--- src/hdl/mesh_area_signed_volume_assert.svh ---
// assertion macros for the mesh area and volume block
`ifndef MESH_AREA_SIGNED_VOLUME_ASSERT_SVH
`define MESH_AREA_SIGNED_VOLUME_ASSERT_SVH

// same-cycle implication, clocked on clk_i, off during reset
`define MAS_ASSERT(lbl, ante, cons, msg) \
  lbl: assert property (@(posedge clk_i) disable iff (!rst_ni) (ante) |-> (cons)) \
    else $error(msg);

// next-cycle implication
`define MAS_ASSERT_NXT(lbl, ante, cons, msg) \
  lbl: assert property (@(posedge clk_i) disable iff (!rst_ni) (ante) |=> (cons)) \
    else $error(msg);

`endif

--- src/hdl/mas_pkg.sv ---
// shared widths, constants and state type for the mesh area and volume block
`default_nettype none
package mas_pkg;
  localparam int unsigned CoordW = 16;
  localparam int unsigned EdgeW  = CoordW + 1;
  localparam int unsigned OpW    = 2 * EdgeW + 1;
  localparam int unsigned ProdW  = 2 * OpW;
  localparam int unsigned AccW   = ProdW + 2;
  localparam int unsigned CrsW   = OpW;
  localparam int unsigned TcrW   = 2 * CoordW + 1;
  localparam int unsigned TriW   = TcrW + CoordW + 2;
  localparam int unsigned RootW  = AccW / 2;
  localparam int unsigned AreaW  = 63;
  localparam int unsigned VolW   = 64;
  localparam int unsigned StepW  = 5;
  localparam int unsigned NumSteps = 18;

  typedef enum logic [2:0] {
    S_IDLE,
    S_MUL,
    S_SQRT,
    S_ACC,
    S_FIN
  } state_e;
endpackage
`default_nettype wire

--- src/hdl/mas_isqrt.sv ---
// bit-serial integer square root, two radicand bits per cycle
`default_nettype none
module mas_isqrt (
  input  wire logic                          clk_i,
  input  wire logic                          rst_ni,
  input  wire logic                          start_i,
  input  wire logic [mas_pkg::AccW-1:0]      rad_i,
  output logic                               busy_o,
  output logic                               done_o,
  output logic [mas_pkg::RootW-1:0]          root_o
);
  localparam int unsigned RemW = mas_pkg::RootW + 3;
  localparam int unsigned CntW = $clog2(mas_pkg::RootW + 1);

  logic [mas_pkg::AccW-1:0]  rad_q, rad_d;
  logic [RemW-1:0]           rem_q, rem_d, rem_sh, trial;
  logic [mas_pkg::RootW-1:0] root_q, root_d;
  logic [CntW-1:0]           cnt_q, cnt_d;
  logic                      done_q, done_d;

  always_comb begin
    rad_d  = rad_q;
    rem_d  = rem_q;
    root_d = root_q;
    cnt_d  = cnt_q;
    done_d = 1'b0;
    rem_sh = {rem_q[RemW-3:0], rad_q[mas_pkg::AccW-1 -: 2]};
    trial  = {1'b0, root_q, 2'b01};
    if (start_i) begin
      rad_d  = rad_i;
      rem_d  = '0;
      root_d = '0;
      cnt_d  = CntW'(mas_pkg::RootW);
    end else if (cnt_q != '0) begin
      rad_d = {rad_q[mas_pkg::AccW-3:0], 2'b00};
      if (rem_sh >= trial) begin
        rem_d  = rem_sh - trial;
        root_d = {root_q[mas_pkg::RootW-2:0], 1'b1};
      end else begin
        rem_d  = rem_sh;
        root_d = {root_q[mas_pkg::RootW-2:0], 1'b0};
      end
      cnt_d = cnt_q - 1'b1;
      if (cnt_q == CntW'(1)) begin
        done_d = 1'b1;
      end
    end
  end

  always_ff @(posedge clk_i or negedge rst_ni) begin
    if (!rst_ni) begin
      cnt_q  <= '0;
      done_q <= 1'b0;
    end else begin
      cnt_q  <= cnt_d;
      done_q <= done_d;
    end
  end

  always_ff @(posedge clk_i) begin
    rad_q  <= rad_d;
    rem_q  <= rem_d;
    root_q <= root_d;
  end

  assign busy_o = (cnt_q != '0);
  assign done_o = done_q;
  assign root_o = root_q;
endmodule
`default_nettype wire

--- config.mk ---
export PLATFORM = sky130hd
export DESIGN_NAME = mas_isqrt
export DESIGN_NICKNAME = d
export VERILOG_FILES = /design/src/hdl/mesh_area_signed_volume_assert.svh /design/src/hdl/mas_pkg.sv /design/src/hdl/mas_isqrt.sv
export SDC_FILE = /design/constraint.sdc
export NUM_CORES = 1
export LEC_CHECK = 0
export ABC_CLOCK_PERIOD_IN_PS = 3100
export BUFFER_PORTS_ARGS = -buffer_cell sky130_fd_sc_hd__buf_4
export CAP_MARGIN = 10
export CORE_MARGIN = 4
export CORE_UTILIZATION = 53
export CTS_CLUSTER_DIAMETER = 80
export DETAILED_ROUTE_END_ITERATION = 10
export GPL_ROUTABILITY_DRIVEN = 0
export HOLD_SLACK_MARGIN = 0.15
export PLACE_DENSITY = 0.77
export SLEW_MARGIN = 20
export SYNTH_ARGS = -nofsm -noshare
export SYNTH_HDL_FRONTEND = slang
export SYNTH_SLANG_ARGS = --single-unit
export TNS_END_PERCENT = 30
--- constraint.sdc ---
create_clock -name clk_i -period 3.1 [get_ports clk_i]
set_clock_uncertainty 0.15 [all_clocks]
set_input_delay 0.155 -clock clk_i [delete_from_list [all_inputs] [get_ports clk_i]]
set_output_delay 0.155 -clock clk_i [all_outputs]
set_load 0.02 [all_outputs]
==> Word-level counts from Yosys, hierarchy flattened <==
Cells that the tools add are included.
{ "word_totals": {"reg_bits": 152, "latchBits": 0, "ram_bits": 0, "mem_bits_ro": 0, "input_bits": 75, "out_inout_bits": 38, "n_memories": 0} }
{ "op_classes": {"add_sub_neg": 2, "n_mul": 0, "n_div": 0, "n_lt_le_gt_ge": 1, "eq_ne": 1, "n_shift": 0, "muxes": 9, "bitwise_logic": 0, "n_reduce_logical": 2} }
{ "op_table": {"columns": ["operator", "count"], "rows": [
  ["$mux W72", 2],
  ["$ge A39 B38 Y1", 1],
  ["$mux W37", 1],
  ["$sub A37 B37 Y37", 1],
  ["$mux W6", 2],
  ["$eq A6 B1 Y1 const B", 1],
  ["$reduce_bool A6 Y1", 1],
  ["$sub A6 B1 Y6 const B", 1],
  ["$mux W1", 4],
  ["$reduce_bool A2 Y1", 1]
]} }

==> Longest topological paths before layout <==
{ "logic_depth": {"word_depth": 4, "ltp_mapped": 13, "depth_no_buf": 11} }

==> Worst setup path after synthesis <==
Ideal clock, no wire load.
{ "synth_timing": {"path_kind": "register to register", "startpoint": "register cnt_q[0]", "endpoint": "register rad_q[0] (netlist bit), enable pin", "setup_ns": 0.426, "arrival_ns": 2.650, "path_slack_ns": -0.126, "stages_incl_launch_ff": 9, "path_buffers": 1, "period_less_slack_ns": 3.226, "path_cell_list": "dfrtp_1 inv_1 ha_1 nand2b_1 nor4_1 inv_1 clkbuf_1 nor2_1 inv_1"} }
{ "synth_via": {"elab_chain_len": 2} }
{ "synth_rtl": {"columns": ["element", "line", "source"], "rows": [
  ["start: declaration", "mas_isqrt.sv:18", "logic [CntW-1:0] cnt_q, cnt_d;"],
  ["start signal: assignment", "mas_isqrt.sv:55", "cnt_q <= cnt_d;"],
  ["$reduce_bool A6 Y1", "mas_isqrt.sv:34", "end else if (cnt_q != '0) begin"],
  ["$reduce_bool A2 Y1 (no source line)", null, null],
  ["end signal: assignment", "mas_isqrt.sv:61", "rad_q <= rad_d;"],
  ["end: declaration", "mas_isqrt.sv:15", "logic [mas_pkg::AccW-1:0] rad_q, rad_d;"]
]} }
Every way passes these cells.
A chain may end at the register's enable or synchronous reset.

==> Worst setup path after layout <==
{ "layout_timing": {"startpoint": "register root_q, in the netlist root_o[4]", "endpoint": "register rem_q[30]"} }
{ "layout_via": {"elab_chain_len": 2} }
{ "layout_rtl": {"columns": ["element", "line", "source"], "rows": [
  ["start: declaration", "mas_isqrt.sv:17", "logic [mas_pkg::RootW-1:0] root_q, root_d;"],
  ["start signal: assignment", "mas_isqrt.sv:63", "root_q <= root_d;"],
  ["$sub A37 B37 Y37 or $ge A39 B38 Y1 (tied branches)", "mas_isqrt.sv:37, mas_isqrt.sv:36", null],
  ["$mux W37 *", "mas_isqrt.sv:36", "if (rem_sh >= trial) begin"],
  ["end signal: assignment", "mas_isqrt.sv:62", "rem_q <= rem_d;"],
  ["end: declaration", "mas_isqrt.sv:16", "logic [RemW-1:0] rem_q, rem_d, rem_sh, trial;"]
]} }
Every way passes the cells marked *; elsewhere a longest branch is shown, timed or not.

==> metrics.md <==
| Metric | Value |
|---|---|
| Status | finished, final reports clean |
| Reg2reg end | rem_q[30] |
| Ys flop type | dfxtp_1 |
| Fmax | about 0.33 GHz |
| Most frequent cell after synthesis | nand2_1 |
| Largest net degree at the start of global routing | 150 |
| Sw frac | between 40% and 50% |
| Seq/Total Area, Yosys | 44.26% |
| Hold_ws | 326.4 ps |
| Slowest CP cell | dfxtp_1 |
| Leading area contributor after synthesis | edfxtp_1 |
| Mapped Area | 8582 µm² |
| DR WL/cell | ~17 µm |
| Antenna-violating nets left | 0 |
| Vias in the first global route | about 7000 |
| Mapped Cells | between 800 and 900 |
| Share of cells above drive strength 1 | 27.41% |
| Top cell type's share of synthesized area | approximately a quarter |
| CTS max path bufs | 2 |
| DR vias/cell | 5.541 |
| Crit. End Element | flop |
| Clk slew on worst S/H paths | 70 ps |
| Leak pwr | around 4.5 nW |
| Row count | 46 |
| WS Path Type | flop to flop |
| CTS buffer count | 17 |
| Worst-Skew Late Latency | approximately 450 ps |
| Final Hold Violating Endpoints | 0 |
| Critical path cell sequence | inv_1 > ha_1 > nand2_1 > a21boi_0 > a21boi_2 > o21ai_0 > a21oi_1 > o21ai_0 > xor2_1 > a211o_1 > a21oi_2 |
| Worst stage delay on the critical path | 370 ps |
| RSZ-0062 raised after global routing | yes |
| Clock network power share | 21.0% |
| Die X | ~140 µm |
| Max Cap Viol | 0 |
| WP buf/inv | 1 |
| P&R area growth vs syn | 30.33% |
| WL met1 | around 9300 µm |
| Critical path arrival | about 3300 ps |
| Sequential Power Share | 26.1% |
| Max transition margin | around two fifths |
| Startpoint Class | flop |
| Synthesized area per cell | roughly 10 µm² |
| Max Used Layer | met4 |
| DRT iter0 DRCs | about 580 |
| Worst hold path type | flop to flop |
| Critical hold path startpoint | root_o[14] |
| CP required | between 3000 and 4000 ps |
| Final min period | slightly above 3000 ps |
| Clk sinks | around 150 |
| Final instance area | 11180 µm² |
| CTS Root Cell | clkbuf_16 |
| Hold Path Sink | root_o[14] |
| CP max FO | 4 |
| Vias | between 7000 and 8000 |
| Internal | between 6 and 7 mW |
| Die area | ~18000 µm² |
| Dpl ws | between 40 and 50 ps |
| Setup ws final | a little under 80 ps |
| Final Max Slew Viols | 0 |
| Power per cell area | about 900 nW/µm² |
| EDFF count, synth | around 70 |
| Total Routing Usage GR | between 20% and 30% |
| Cell mode on critical path | o21ai_0 |
| Final nets | roughly 1200 |
| Flop and latch count out of synthesis | ~150 |
| Initial core utilization | a little over half |
| Post-route DRC violation count | 0 |
| First-pass GRT wire length | roughly 36000 µm |
| RR Startpoint | root_o[4] |
| NetSw | 4.095 mW |
| Largest cells by area after synthesis | edfxtp_1 (25%), dfxtp_1 (17%), mux2_2 (9.2%), ha_1 (5.8%), nand2_1 (5.0%) |
| Met2 wire length | between 10000 and 15000 µm |
| Worst Tran Pin Value | roughly 910 ps |
| Finish-stage setup viols | 0 |
| Setup slack, reg-to-reg | slightly below 80 ps |
| Fillcell total | about 1200 |
| Max IR drop VDD | about 0.55 mV |
| Initial antenna violation count | 2 |
| Chip height | ~140 µm |
| DP HPWL | 13100 µm |
| Setup TNS | 0 ps |
| Core area | about 16000 µm² |
| R2R cell count | 11 |
| Port bufs | approximately 110 |
| Top cells by count, synth | nand2_1 (115), a21oi_1 (75), dfxtp_1 (73) |
| DRT Wirelength | between 20000 and 25000 µm |
| Combinational share of power | 52.9% |
| Min-Delay Path Depth | 2 |
| Ys Warns | 0 |
| Async S/R FF share, synth | under 10% |
| Yosys cell types | just over 80 |
| TritonCTS clock tree | yes |
| Tcrit/Tclk final | between 90% and 100% |
| CTS HTree Levels | 4 |
| DR WL met3 | about 1400 µm |
| Grt total ovfl | 0 |
| Placed instance area | between 9000 and 10000 µm² |
| Top Ports | 113 |
| Syn_nets | 987 |
| DR pass1 iterations | 6 |
| Crit path max-delay family | compound AO/OA/AOI/OAI gates |
==> how the worst max path moves through the flow <==
stage,slack [ps],endpoint,start,depth (start not counted)
final,80,rem_q[30],root_o[4],11
after global routing,-110,rem_q[36],root_o[4],11
after floorplan,30,rad_q[0],cnt_q[0],8
after global placement,140,rem_q[33],root_o[12],11
after detailed placement,40,rem_q[33],root_o[20],11
after CTS,30,rem_q[33],root_o[20],11
==> kinds of logic after synthesis <==
logic type | synth area share [%]
AND/OR/NAND/NOR | 13.81
AO/OA/AOI/OAI | 17.29
flip-flops | 44.26
buffers and inverters | 5.161
multiplexers | 10.58
adder cells (fa/ha/maj) | 5.832
XOR/XNOR | 3.062
==> final cells by class <==
type | count | area, µm² | share of cell area (%)
inverter | 60 | 229.0 | 2.047
multi-input combinational | 614 | 4438 | 39.68
clock buffer | 17 | 425.4 | 3.804
tap | 216 | 270.3 | 2.416
timing repair buffer | 211 | 1822 | 16.29
sequential | 152 | 3805 | 34.02
clock inverter | 15 | 190.2 | 1.700
antenna | 2 | 5.005 | 0.04475
==> sequential cells by signal, indices dropped and copies added (netlist names) <==
signal and flops:
rad_q 72, rem_q 37, root_o 36, cnt_q 6, done_o 1
==> per-layer routing <==
metal,GRT usage [%],vias up
met5,0,-
met4,8.119,0
met3,7.281,32
met2,41.32,210
met1,30.07,3380
li1,-,3509
==> worst register-to-register path: cells and delay by family (launching register included) <==
kind | cells | cell delay (ps)
flops | 1 | 370
fa+ha+maj | 1 | 370
compound gates | 7 | 1650
buf+inv | 1 | 60
xor+xnor | 1 | 170
simple gates | 1 | 170
==> repair_timing <==
item / in CTS / in global routing
resized for setup: 0 / 26
hold endpoints to repair: 81 / 0
setup buffers: 0 / 4
setup endpoints to repair: 0 / 30
hold buffers: 75 / 0
==> per-stage QoR <==
stage               cells  util, %  power, mW
CTS                  1281    69.64      9.932
floorplan             872        -      6.558
finish               1287    70.41      10.18
detailed placement   1174    61.04      7.688
global placement     1174    61.04      7.597
global route         1287    70.41      10.84
==> cell usage in the layout (no fill, tap or decap), types with 8 or more instances in the layout <==
cell type / count
a211oi_1: 18
a21o_1: 10
a21oi_1: 72
buf_4: 132
clkbuf_16: 17
dfxtp_1: 68
dlygate4sd3_1: 75
edfxtp_1: 72
ha_1: 29
ha_2: 10
inv_1: 58
mux2_2: 70
mux2i_1: 12
nand2_1: 115
nand3_1: 16
nand4_1: 8
nor2_1: 51
nor3_1: 9
o21ai_0: 26
o21ai_1: 15
xnor2_1: 17
xor2_1: 13
==> power groups by stage <==
stage / combinational, mW / clock, mW / sequential (mW)
floorplan: 3.93 / 0 / 2.63
global placement: 4.93 / 0 / 2.67
detailed placement: 5.01 / 0 / 2.67
CTS: 5.13 / 2.16 / 2.64
global route: 5.89 / 2.26 / 2.68
finish: 5.39 / 2.14 / 2.66
Power figures use the tool's default switching activity.
